$ cat src/hw/rtl/length_prefixed_deframer_assert.svh
// Assertion macros for the length-prefixed deframer.
// Included by the top level; expects clk and rst_n in the including scope.
`ifndef LENGTH_PREFIXED_DEFRAMER_ASSERT_SVH
`define LENGTH_PREFIXED_DEFRAMER_ASSERT_SVH

// The consequent must hold in the same cycle as the antecedent.
`define LPD_ASSERT_SAME(label, ante, cons, msg) \
    label: assert property (@(posedge clk) disable iff (!rst_n) (ante) |-> (cons)) \
        else $error(msg);

// The consequent must hold in the cycle after the antecedent.
`define LPD_ASSERT_NEXT(label, ante, cons, msg) \
    label: assert property (@(posedge clk) disable iff (!rst_n) (ante) |=> (cons)) \
        else $error(msg);

`endif

$ cat src/hw/rtl/lpd_pkg.sv
// Shared constants and types for the length-prefixed deframer.
// Used by lpd_parse, lpd_out_reg and length_prefixed_deframer; no dependencies.
`default_nettype none

package lpd_pkg;

    // Default header word sizes, in bytes.
    localparam int TAG_BYTES_DEF    = 4;
    localparam int LENGTH_BYTES_DEF = 4;

    localparam int BYTE_W = 8;
    localparam int WORD_W = 32;

    // One result transfer.
    typedef struct packed {
        logic [WORD_W-1:0] tag;
        logic [BYTE_W-1:0] body;
        logic              last;
        logic              empty;
    } result_t;

endpackage

`default_nettype wire

$ cat src/hw/rtl/length_prefixed_deframer.sv
// Top level of the length-prefixed deframer: header decode plus output register.
// Depends on lpd_pkg, lpd_parse, lpd_out_reg and length_prefixed_deframer_assert.svh.
`default_nettype none

// Takes one stream byte per cycle while in_stall is low and splits the
// stream into messages, each a little-endian tag word of TAG_BYTES bytes and
// a length word of LENGTH_BYTES bytes followed by the body. Every body byte
// leaves as one transfer carrying the tag (only its low four bytes), the final
// one marked last; a zero length gives a single transfer marked empty and last
// on the final header byte. Header bytes give no transfer. Throughput is one
// byte per cycle unless in_stall is high, and each result is registered in
// the two-entry output register, which lets the input keep flowing while one
// result waits; in_stall rises only when both entries are full.
module length_prefixed_deframer #(
    parameter int TAG_BYTES    = lpd_pkg::TAG_BYTES_DEF,
    parameter int LENGTH_BYTES = lpd_pkg::LENGTH_BYTES_DEF
) (
    input  wire logic                          clk,
    input  wire logic                          rst_n,
    input  wire logic                          in_valid,
    output logic                               in_stall,
    input  wire logic [lpd_pkg::BYTE_W-1:0]    data_byte,
    output logic                               out_valid,
    input  wire logic                          out_stall,
    output logic [lpd_pkg::WORD_W-1:0]         message_tag,
    output logic [lpd_pkg::BYTE_W-1:0]         body_byte,
    output logic                               last_byte,
    output logic                               empty_message
);

`include "length_prefixed_deframer_assert.svh"

    logic             in_xfer;
    logic             parse_valid;
    logic             parse_in_body;
    lpd_pkg::result_t parse_result;
    lpd_pkg::result_t out_data;

    assign in_xfer = in_valid && !in_stall;

    // Framing state and decode.
    lpd_parse #(
        .TAG_BYTES    (TAG_BYTES),
        .LENGTH_BYTES (LENGTH_BYTES)
    ) u_parse (
        .clk          (clk),
        .rst_n        (rst_n),
        .accept       (in_xfer),
        .data_byte    (data_byte),
        .result       (parse_result),
        .result_valid (parse_valid),
        .in_body      (parse_in_body)
    );

    // Result register with skid entry.
    lpd_out_reg u_out (
        .clk       (clk),
        .rst_n     (rst_n),
        .push      (parse_valid),
        .push_data (parse_result),
        .full      (in_stall),
        .valid     (out_valid),
        .stall     (out_stall),
        .data      (out_data)
    );

    assign message_tag   = out_data.tag;
    assign body_byte     = out_data.body;
    assign last_byte     = out_data.last;
    assign empty_message = out_data.empty;

    // An empty message is a single closing transfer with a zero body byte.
    `LPD_ASSERT_SAME(a_empty_is_last, out_valid && empty_message, last_byte && (body_byte == 8'd0), "empty message transfer not last or body nonzero")
    // The skid entry only fills behind a waiting main entry.
    `LPD_ASSERT_SAME(a_stall_has_result, in_stall, out_valid, "input stalled with no result waiting")
    // After every body byte taken, a result is waiting on the next cycle.
    `LPD_ASSERT_NEXT(a_body_byte_out, in_xfer && parse_in_body, out_valid, "body byte produced no result")

endmodule

`default_nettype wire

$ cat src/hw/rtl/lpd_parse.sv
// Framing state and per-byte decode for the length-prefixed deframer.
// Depends on lpd_pkg for the result type and field widths.
`default_nettype none

module lpd_parse #(
    parameter int TAG_BYTES    = lpd_pkg::TAG_BYTES_DEF,
    parameter int LENGTH_BYTES = lpd_pkg::LENGTH_BYTES_DEF
) (
    input  wire logic                          clk,
    input  wire logic                          rst_n,
    input  wire logic                          accept,
    input  wire logic [lpd_pkg::BYTE_W-1:0]    data_byte,
    output lpd_pkg::result_t                   result,
    output logic                               result_valid,
    output logic                               in_body
);

    localparam int HEADER_BYTES = TAG_BYTES + LENGTH_BYTES;
    localparam int CNT_W        = $clog2(HEADER_BYTES);
    localparam int KEPT_TAG     = (TAG_BYTES < 4) ? TAG_BYTES : 4;

    logic                       in_body_reg, in_body_next;
    logic [CNT_W-1:0]           count_reg, count_next;
    logic [lpd_pkg::WORD_W-1:0] tag_reg, tag_next;
    logic [lpd_pkg::WORD_W-1:0] len_reg, len_next;
    logic [lpd_pkg::WORD_W-1:0] rem_reg, rem_next;
    logic [lpd_pkg::WORD_W-1:0] tag_new;
    logic [lpd_pkg::WORD_W-1:0] len_new;
    logic                       body_last;

    assign in_body = in_body_reg;

    // Header bytes land in their little-endian lane of the tag or length word.
    always_comb
    begin
        tag_new = tag_reg;
        len_new = len_reg;
        for (int i = 0; i < KEPT_TAG; i++)
        begin
            if (count_reg == CNT_W'(i))
            begin
                tag_new[8*i +: 8] = data_byte;
            end
        end
        for (int i = 0; i < LENGTH_BYTES; i++)
        begin
            if (count_reg == CNT_W'(TAG_BYTES + i))
            begin
                len_new[8*i +: 8] = data_byte;
            end
        end
    end

    assign body_last = (rem_reg <= lpd_pkg::WORD_W'(1));

    // Next framing state and the result caused by the accepted byte.
    always_comb
    begin
        in_body_next = in_body_reg;
        count_next   = count_reg;
        tag_next     = tag_reg;
        len_next     = len_reg;
        rem_next     = rem_reg;
        result       = '0;
        result_valid = 1'b0;
        if (accept)
        begin
            if (in_body_reg)
            begin
                result_valid = 1'b1;
                result.tag   = tag_reg;
                result.body  = data_byte;
                result.last  = body_last;
                if (body_last)
                begin
                    in_body_next = 1'b0;
                    count_next   = '0;
                    tag_next     = '0;
                    len_next     = '0;
                    rem_next     = '0;
                end
                else
                begin
                    rem_next = rem_reg - lpd_pkg::WORD_W'(1);
                end
            end
            else if (count_reg == CNT_W'(HEADER_BYTES - 1))
            begin
                count_next = '0;
                if (len_new == '0)
                begin
                    // A zero-length body ends the message on its final header byte.
                    result_valid = 1'b1;
                    result.tag   = tag_new;
                    result.last  = 1'b1;
                    result.empty = 1'b1;
                    tag_next     = '0;
                    len_next     = '0;
                    rem_next     = '0;
                end
                else
                begin
                    in_body_next = 1'b1;
                    tag_next     = tag_new;
                    len_next     = '0;
                    rem_next     = len_new;
                end
            end
            else
            begin
                count_next = count_reg + CNT_W'(1);
                tag_next   = tag_new;
                len_next   = len_new;
            end
        end
    end

    always_ff @(posedge clk or negedge rst_n)
    begin
        if (!rst_n)
        begin
            in_body_reg <= 1'b0;
            count_reg   <= '0;
            tag_reg     <= '0;
            len_reg     <= '0;
            rem_reg     <= '0;
        end
        else
        begin
            in_body_reg <= in_body_next;
            count_reg   <= count_next;
            tag_reg     <= tag_next;
            len_reg     <= len_next;
            rem_reg     <= rem_next;
        end
    end

endmodule

`default_nettype wire

$ cat src/hw/rtl/lpd_out_reg.sv
// Two-entry output register (main plus skid) for deframer results.
// Depends on lpd_pkg for the result type.
`default_nettype none

module lpd_out_reg (
    input  wire logic              clk,
    input  wire logic              rst_n,
    input  wire logic              push,
    input  wire lpd_pkg::result_t  push_data,
    output logic                   full,
    output logic                   valid,
    input  wire logic              stall,
    output lpd_pkg::result_t       data
);

    logic             main_valid_reg, main_valid_next;
    logic             skid_valid_reg, skid_valid_next;
    lpd_pkg::result_t main_reg, main_next;
    lpd_pkg::result_t skid_reg, skid_next;
    logic             main_free;

    assign valid     = main_valid_reg;
    assign data      = main_reg;
    assign full      = skid_valid_reg;
    assign main_free = !main_valid_reg || !stall;

    // Refill the main entry from the skid first, then from a new push.
    always_comb
    begin
        main_valid_next = main_valid_reg;
        skid_valid_next = skid_valid_reg;
        main_next       = main_reg;
        skid_next       = skid_reg;
        if (main_free)
        begin
            if (skid_valid_reg)
            begin
                main_next       = skid_reg;
                main_valid_next = 1'b1;
                skid_next       = push_data;
                skid_valid_next = push;
            end
            else
            begin
                main_next       = push_data;
                main_valid_next = push;
            end
        end
        else if (push)
        begin
            skid_next       = push_data;
            skid_valid_next = 1'b1;
        end
    end

    always_ff @(posedge clk or negedge rst_n)
    begin
        if (!rst_n)
        begin
            main_valid_reg <= 1'b0;
            skid_valid_reg <= 1'b0;
        end
        else
        begin
            main_valid_reg <= main_valid_next;
            skid_valid_reg <= skid_valid_next;
        end
    end

    always_ff @(posedge clk)
    begin
        main_reg <= main_next;
        skid_reg <= skid_next;
    end

endmodule

`default_nettype wire

$ cat config.mk
export PLATFORM = sky130hd
export DESIGN_NAME = length_prefixed_deframer
export DESIGN_NICKNAME = d
export VERILOG_FILES = /design/src/hw/rtl/lpd_pkg.sv /design/src/hw/rtl/length_prefixed_deframer.sv /design/src/hw/rtl/lpd_parse.sv /design/src/hw/rtl/lpd_out_reg.sv
export VERILOG_INCLUDE_DIRS = /design/src /design/src/hw/rtl
export SDC_FILE = /design/constraint.sdc
export NUM_CORES = 1
export LEC_CHECK = 0
export BUFFER_PORTS_ARGS = -buffer_cell sky130_fd_sc_hd__buf_4
export CAP_MARGIN = 25
export CORE_UTILIZATION = 66
export CTS_CLUSTER_DIAMETER = 120
export DETAILED_ROUTE_END_ITERATION = 10
export GPL_ROUTABILITY_DRIVEN = 0
export PLACE_DENSITY = 0.86
export SYNTH_ARGS = -nofsm -noshare
export SYNTH_HDL_FRONTEND = slang
export SYNTH_HIERARCHICAL = 1
export SYNTH_SLANG_ARGS = --single-unit
export TNS_END_PERCENT = 5
$ cat constraint.sdc
create_clock -name clk -period 9.1 [get_ports clk]
set_clock_uncertainty 0.2 [all_clocks]
set_input_delay 0.91 -clock clk [delete_from_list [all_inputs] [get_ports clk]]
set_output_delay 0.91 -clock clk [all_outputs]
set_load 0.01 [all_outputs]
==> results.yml, run 1 <==
clocking:
  post_cts_buffers: 0
  insertion_delay_ps: 440
  cts.sinks: 186
  cts_tree: "done"
  cts_root_buf: "clkbuf_16"
  path_clk_slew_ps: 70
  cts_resized: 0
  numCtsBuffers: 17
  holdBufCountCts: 0
  clock_path_buffers: 2
  htreeDepth: 4
yosys:
  synth-seq-cells: 186
  avgSynthCellArea_um2: 12.50
  synth_edf_count: 84
  yosysWarnings: 6
  yosysSeqAreaShare_pct: 55.09
  ys_types: 75
  async_flop_share_pct: 54.84
  synth-main-ff-cell: "dfrtp_1"
  synth_nets: 757
  syn_area_mm2: 0.009213
  synthCells: 737
final_layout:
  drive_above_1_share_pct: 23.39
  finish.utilization_pct: 76.50
  layout_commonest_cell: "dfrtp_1"
  area_delta_synth_final_pct: 11.71
  multiInputGateArea_mm2: 0.003877
  regArea_mm2: 0.005076
  n_antenna_cell: 0
  fin_nets: 798
  n_fill_cell: 848
  layout_common_cells: "dfrtp_1 (101), edfxtp_1 (84), buf_4 (63)"
drt:
  drt-wirelength-per-cell_um: 22.34
  drt-total-wl_mm: 21.61
  firstDrtPassIters: 6
  vias_per_cell: 6.759
  ant_nets: 0
  vias: 6536
  drtIter0Drc: 738
  drc_errors: 0
global_route:
  grt_pass1_wl_mm: 33.78
  grt_max_degree: 63
  overflow: 0
  grt_usage_pct: 31.25
  grt_pass1_vias: 6228
  antenna_found_initial: 0
timing:
  drv_slew: 0
  maxSlewHeadroom_pct: 33.18
  fmax_ghz: 0.2265
  finalSetupTns_ps: 0
  worst-slew-pin-transition_ps: 1002
  hold_viol: 0
  period_minus_slack_ps: 4415
  fin_crit_sh_pct: 48.52
  rsz0062_at_grt: "no"
  setup_viol: 0
die:
  die_h_um: 120.1
  die-area_mm2: 0.01443
  initial_core_util_pct: 68.48
  die_w_um: 120.1
  core_area_mm2: 0.01345
  row_count: 42
  pin_count: 56
placed_design:
  port_buffers: 55
  hpwl_mm: 14.22
run:
  max_cap_violations: 0
power:
  leakagePower_nw: 4.261
  irDropWorstVdd_mv: 0.1553
  powerDensity_mw_per_mm2: 208.3
setup_path:
  cp_max_fo: 42
  reg2reg_depth: 6
  path_buf_inv: 0
  cp.arrival_ps: 4280
  cp-start-kind: "register"
  regToRegStartpoint: "u_parse/count_reg[2]"
  max_stage_delay_ps: 900
  rr_endpoint: "u_out/skid_reg[22]"
  reg2reg_slack_ps: 4680
  critPathTopFamily: "simple AND/OR/NAND/NOR gates"
  path_class: "reg -> reg"
  slowest_stage: "mux2_2"
  worstPathCellList: "nand2_1 > o31ai_1 > nand3_1 > or2_2 > a21oi_1 > mux2_2"
  endpoint_kind: "register"
  worst_ep_required_time_ps: 8960
hold_path:
  min_path_type: "in -> async"
run_status:
  outcome: "finished, final reports clean"
-- per-layer routing --
layer	vias up	share of wire, %	track usage (%)
met2	397	50	50.22
li1	2851	-	-
met4	0	3.3	13.67
met1	3219	39	41.35
met5	-	0	0
met3	69	7.6	6.321
-- per-stage QoR --
stage	power [W]	worst slack, ps	instances	hold WS [ps]	instance area (µm²)
finish	0.002143	4685	967	251.6	10290
CTS	0.002145	4741	966	264.9	10270
detailed placement	0.001410	4696	934	286.1	9681
global placement	0.001388	4888	934	264.6	9681
global route	0.002219	4484	967	287.7	10290
floorplan	0.001285	5305	737	248.3	9213
-- worst max path at each step --
stage	start	to	slack, ps	depth (start not counted)
finish	u_parse/count_reg[2]	u_out/skid_reg[22]	4680	6
global route	u_parse/count_reg[2]	u_out/skid_reg[29]	4480	6
CTS	u_parse/count_reg[2]	u_out/skid_reg[22]	4740	6
detailed placement	data_byte[1]	u_out/skid_reg[21]	4700	7
global placement	data_byte[1]	u_out/skid_reg[21]	4890	7
floorplan	data_byte[6]	u_out/skid_reg[0]	5310	8
-- cells by family after synthesis --
group / Yosys count / share of synthesized area, %
adders and majority gates: 8 / 1.087
and+or+nand+nor: 255 / 15.78
buffers and inverters: 51 / 2.974
muxes: 95 / 12.44
AOI/OAI and AO/OA: 140 / 12.44
DFF: 186 / 55.09
xor gates and xnor gates: 2 / 0.1902
-- synth_stat cells, types with 9 or more instances --
| cell type | instances | share of area, % |
|---|---|---|
| o31ai_1 | 10 | 0.81 |
| a21oi_1 | 26 | 1.4 |
| nor4_1 | 9 | 0.61 |
| nand3_1 | 15 | 0.81 |
| a32o_1 | 23 | 2.5 |
| nor3_1 | 10 | 0.54 |
| clkbuf_1 | 26 | 1.1 |
| dfrtp_1 | 102 | 28 |
| and2_1 | 34 | 2.3 |
| nor2_2 | 16 | 1.1 |
| or3_1 | 10 | 0.68 |
| mux2_4 | 37 | 6.0 |
| o21ai_0 | 19 | 1.0 |
| nor2_1 | 44 | 1.8 |
| nor2b_1 | 13 | 0.88 |
| edfxtp_1 | 84 | 27 |
| nand2_1 | 58 | 2.4 |
| mux2i_1 | 50 | 5.4 |
-- worst register-to-register path: stages, from the launching register on --
cell	delay (ps)
dfrtp_1	730
nand2_1	520
o31ai_1	410
nand3_1	470
or2_2	500
a21oi_1	290
mux2_2	900
-- area by class of cell --
cell class	instances	share of cell area, %
clock buffer	18	4.170
clock inverter	14	1.568
inverter	9	0.3283
multi-input combinational	500	37.68
sequential	186	49.33
tap	176	2.140
timing repair buffer	64	4.790
-- where the power goes --
part / leakage (nW) / switching [W] / internal, W
Combinational: 1.79 / 0.000202 / 0.000157
Clock: 0.285 / 0.000330 / 0.000412
Sequential: 2.18 / 0.0000416 / 0.00100
Total: 4.26 / 0.000574 / 0.00157
No activity file was read; power rests on OpenSTA's default activity.
==> run 2: changes to the inputs <==
Settings changed: CORE_UTILIZATION 66 to 61, PLACE_DENSITY 0.86 to 0.8.
Clock period 9.1 ns to 4.5 ns, I/O delays scaled along.
==> run 2 against run 1 <==
- the flow now finishes with violations (DRC)
- clock-buffer cell count is the same
- sequential share of layout area down 0.60 points
- first-iteration DRC count is 12% lower
- routed wire length decreased by 0.74%
- die area up 8.1%
- worst hold slack worse by 140 ps
- sequential power rose by 100%
- utilization down 5.4 points
- flip-flop and latch count stayed put
- critical path depth increased by 4
- design area is 1.2% higher
- fmax increased by 13%
- critical path type unchanged
- largest cell class unchanged
==> results.yml, run 2 (synthesized netlist as in run 1, its figures left out) <==
power:
  irDropWorstVdd_mv: 0.2690
  powerDensity_mw_per_mm2: 431.4
  leakagePower_nw: 4.325
  p_total_w: 0.004494
final_layout:
  design_area_mm2: 0.01042
  layout_commonest_cell: "dfrtp_1"
  layout_common_cells: "dfrtp_1 (101), edfxtp_1 (84), buf_4 (67)"
  finish.utilization_pct: 71.14
  finalNonFillerCells: 981
  regArea_mm2: 0.005076
  drive_above_1_share_pct: 23.96
  multiInputGateArea_mm2: 0.003877
  fin_nets: 804
  n_antenna_cell: 0
  n_fill_cell: 1000
  area_delta_synth_final_pct: 13.08
setup_path:
  rr_endpoint: "u_out/skid_reg[18]"
  slowest_stage: "or4b_1"
  cp-start-kind: "register"
  path_depth: 10
  cp.arrival_ps: 3840
  reg2reg_slack_ps: 590
  worstPathCellList: "inv_1 > ha_1 > nand2_2 > or4b_1 > a21boi_1 > nand4bb_4 > or2_2 > a21oi_1 > mux2_2 > buf_12"
  crit_start: "u_parse/count_reg[0]"
  path_buf_inv: 2
  critPathTopFamily: "simple AND/OR/NAND/NOR gates"
  reg2reg_depth: 10
  endpoint_kind: "register"
  max_stage_delay_ps: 540
  worst_ep_required_time_ps: 4430
  worstSetupEndpoint: "u_out/skid_reg[18]"
  regToRegStartpoint: "u_parse/count_reg[0]"
  cp_max_fo: 42
  path_class: "reg -> reg"
die:
  die-area_mm2: 0.01560
  pin_count: 56
  initial_core_util_pct: 62.91
  row_count: 44
  core_area_mm2: 0.01464
  die_w_um: 124.9
  die_h_um: 124.9
global_route:
  overflow: 0
  antenna_found_initial: 0
  grt_pass1_vias: 6426
  grt_usage_pct: 28.97
  grt_max_degree: 59
  grt_pass1_wl_mm: 34.68
timing:
  period_minus_slack_ps: 3913
  rsz0062_at_grt: "no"
  hold_viol: 0
  worst-slew-pin-transition_ps: 849.2
  setup_viol: 0
  fmax_ghz: 0.2555
  finalSetupTns_ps: 0
  fin_crit_sh_pct: 86.96
  drv_slew: 0
  maxSlewHeadroom_pct: 43.25
placed_design:
  hpwl_mm: 13.58
  postPlaceCellArea_mm2: 0.009741
  numPlacedInstances: 947
  port_buffers: 55
drt:
  drc_errors: 12
  drt-total-wl_mm: 21.45
  vias: 6483
  drtIter0Drc: 646
  drt-wirelength-per-cell_um: 21.86
  ant_nets: 0
  firstDrtPassIters: 9
  vias_per_cell: 6.609
clocking:
  clock_path_buffers: 2
  insertion_delay_ps: 440
  numCtsBuffers: 17
  path_clk_slew_ps: 70
  htreeDepth: 4
  cts_tree: "done"
  holdBufCountCts: 1
  post_cts_buffers: 0
  cts_root_buf: "clkbuf_16"
  cts.sinks: 186
  cts_resized: 0
run_status:
  outcome: "finished with violations"
  violations: "DRC"
hold_path:
  min_path_type: "in -> reg"
run:
  max_cap_violations: 0
[run 2: changes by cell type in the layout (fill, tap and decap cells not counted), sizes merged]
cell	delta
clkinv	-1
buf	+5
bufinv	+2
clkinvlp	-1
dlygate4sd3	+1
[run 2: area by class of cell]
type,count,area share [%]
repair buffers,70,5.309
clock inverters,14,1.994
clock buffers,18,4.216
multi-input cells,500,37.22
well taps,184,2.210
inverters,9,0.3243
flip-flops and latches,186,48.73
[run 2: stage by stage]
step | setup slack (ps) | hold WS, ps
floorplan | 893.8 | -45.59
global placement | 811.0 | 261.8
detailed placement | 676.1 | 274.1
CTS | 647.2 | 85.89
global route | 391.8 | 123.7
finish | 586.8 | 108.2
[run 2: layer usage]
layer | vias up | wire [µm] | track usage [%]
li1 | 2861 | - | -
met3 | 50 | 1610 | 6.615
met4 | 0 | 675 | 13.27
met2 | 311 | 10310 | 44.91
met1 | 3261 | 8847 | 39.10
met5 | - | 0 | 0
[run 2: worst min-delay path by stage]
stage | from | endpoint | slack [ps] | cells past startpoint
after global placement | u_parse/len_reg[1] | u_parse/len_reg[1] | 260 | 2
after floorplan | rst_n | u_out/full | -50 | 0
after detailed placement | u_parse/len_reg[2] | u_parse/len_reg[2] | 270 | 2
final | out_stall | u_out/valid | 110 | 3
after global routing | out_stall | u_out/valid | 120 | 3
after CTS | out_stall | u_out/valid | 90 | 3
[run 2: power breakdown]
part	internal [W]	leakage, nW	switching, W
combinational	0.000330	1.82	0.000414
clock	0.000961	0.316	0.000681
sequential	0.00202	2.18	0.0000875
[run 2: worst register-to-register path, stage by stage, from the launching register on]
cell and delay, ps:
dfrtp_1 440, inv_1 120, ha_1 310, nand2_2 250
or4b_1 550, a21boi_1 250, nand4bb_4 300, or2_2 430
a21oi_1 240, mux2_2 240, buf_12 250
==> run 3: changes to the inputs <==
Settings changed: CORE_MARGIN from default to 2.
==> run 3 against run 2 <==
- the flow now finishes without violations
- cell count did not move
- clock power down 8%
- sequential power hardly changed
- power down 3.2%
- worst hold slack better by 2.5 ps
- via count decreased by 1.1%
- fmax is 1.2% higher
- clock-buffer cell count rose by 4
- critical path type unchanged
- highest routed layer unchanged
==> results.yml, run 3 (synthesized netlist as in run 1, its figures left out) <==
run_status:
  outcome: "finished, final reports clean"
die:
  row_count: 44
  initial_core_util_pct: 62.91
  pin_count: 56
  die_h_um: 126.9
  die-area_mm2: 0.01610
  die_w_um: 126.9
  core_area_mm2: 0.01464
drt:
  ant_nets: 0
  drt-total-wl_mm: 21.14
  drc_errors: 0
  firstDrtPassIters: 9
  drt-wirelength-per-cell_um: 21.55
  vias_per_cell: 6.536
  wl_met3_mm: 1.629
  drtIter0Drc: 713
  wl_met1_mm: 8.705
  vias: 6412
  top_layer: "met4"
  wl_met2_mm: 9.975
global_route:
  grt_pass1_wl_mm: 33.50
  grt_max_degree: 64
  overflow: 0
  antenna_found_initial: 0
  grt_pass1_vias: 6164
  grt_usage_pct: 26.94
timing:
  setup_viol: 0
  fmax_ghz: 0.2587
  period_minus_slack_ps: 3866
  rsz0062_at_grt: "no"
  finalSetupTns_ps: 0
  hold_viol: 0
  fin_crit_sh_pct: 85.90
  maxSlewHeadroom_pct: 39.39
  worst-slew-pin-transition_ps: 906.9
  drv_slew: 0
  finalWorstSetupSlack_ps: 634.4
  whs_ps: 110.7
clocking:
  htreeDepth: 4
  cts_tree: "done"
  post_cts_buffers: 0
  numCtsBuffers: 17
  path_clk_slew_ps: 70
  cts.sinks: 186
  cts_resized: 0
  cts_root_buf: "clkbuf_16"
  clock_path_buffers: 2
  insertion_delay_ps: 430
final_layout:
  layout_common_cells: "dfrtp_1 (101), edfxtp_1 (84), buf_4 (67)"
  regArea_mm2: 0.005076
  multiInputGateArea_mm2: 0.003877
  finalNonFillerCells: 981
  drive_above_1_share_pct: 23.84
  layout_commonest_cell: "dfrtp_1"
  n_fill_cell: 997
  fin_nets: 804
  area_delta_synth_final_pct: 12.52
  n_antenna_cell: 0
hold_path:
  min_path_type: "in -> reg"
setup_path:
  path_class: "reg -> reg"
  endpoint_kind: "register"
  cp.arrival_ps: 3790
  worst_ep_required_time_ps: 4420
  critPathTopFamily: "simple AND/OR/NAND/NOR gates"
  path_buf_inv: 2
  cp-start-kind: "register"
  slowest_stage: "or4b_1"
  max_stage_delay_ps: 550
  cp_max_fo: 42
  worstPathCellList: "inv_1 > ha_1 > nand2_2 > or4b_1 > a21boi_1 > nand4bb_4 > or2_2 > a21oi_1 > mux2_2 > buf_12"
power:
  leakagePower_nw: 4.305
  p_total_w: 0.004351
  irDropWorstVdd_mv: 0.2298
  powerDensity_mw_per_mm2: 419.7
placed_design:
  port_buffers: 55
  hpwl_mm: 13.56
  numPlacedInstances: 947
  dp_slack_ps: 704.1
run:
  max_cap_violations: 0
run 3: changes by cell type in the layout (fill, tap and decap cells not counted), moves of 2 or more:
cell       previous run  this run
inv_6                 2         5
clkbuf_1              0         2
inv_8                 4         0
clkbuf_16            17        19
bufinv_16             4         1
run 3: path summary, 6_finish.rpt:
path                                  endpoint  slack (ps)            startpoint  cells past startpoint
max                         u_out/skid_reg[23]         630  u_parse/count_reg[0]                     10
min                                 u_out/full         110             out_stall                      3
min in group asynchronous   u_parse/rem_reg[3]         460                 rst_n                      2
max reg2reg                 u_out/skid_reg[23]         630  u_parse/count_reg[0]                     10
min reg2reg                 u_parse/len_reg[2]         300    u_parse/len_reg[2]                      2
max in group asynchronous  u_parse/rem_reg[10]        2580                 rst_n                      3
run 3: routing by layer:
| layer | vias to the layer above | track usage (%) |
|---|---|---|
| met4 | 0 | 13.19 |
| li1 | 2865 | - |
| met3 | 66 | 5.609 |
| met1 | 3149 | 36.64 |
| met2 | 332 | 41.68 |
| met5 | - | 0 |
run 3: cell type report:
class                      count  share of cell area [%]
clock buffer                  22                   4.792
clock inverter                10                  0.9535
inverter                       9                  0.3259
multi-input combinational    500                   37.40
sequential                   186                   48.97
tap                          184                   2.221
timing repair buffer          70                   5.335
run 3: what timing repair did:
item                       CTS  global route
setup endpoints to repair    0             0
hold endpoints to repair    62             0
hold buffers                 1             0
run 3: metrics by stage:
| stage | util, % | cell area [µm²] |
|---|---|---|
| floorplan | - | 9213 |
| global placement | 66.52 | 9741 |
| detailed placement | 66.52 | 9741 |
| CTS | 70.65 | 10350 |
| global route | 70.79 | 10370 |
| finish | 70.79 | 10370 |
run 3: report_power, final:
group	switching, W	internal, W
clock network	0.000654	0.000853
registers	0.0000865	0.00202
logic	0.000408	0.000329
run 3: worst min-delay path, stage by stage:
cell and delay (ps):
buf_4 110, a31oi_1 70, nor2_1 80
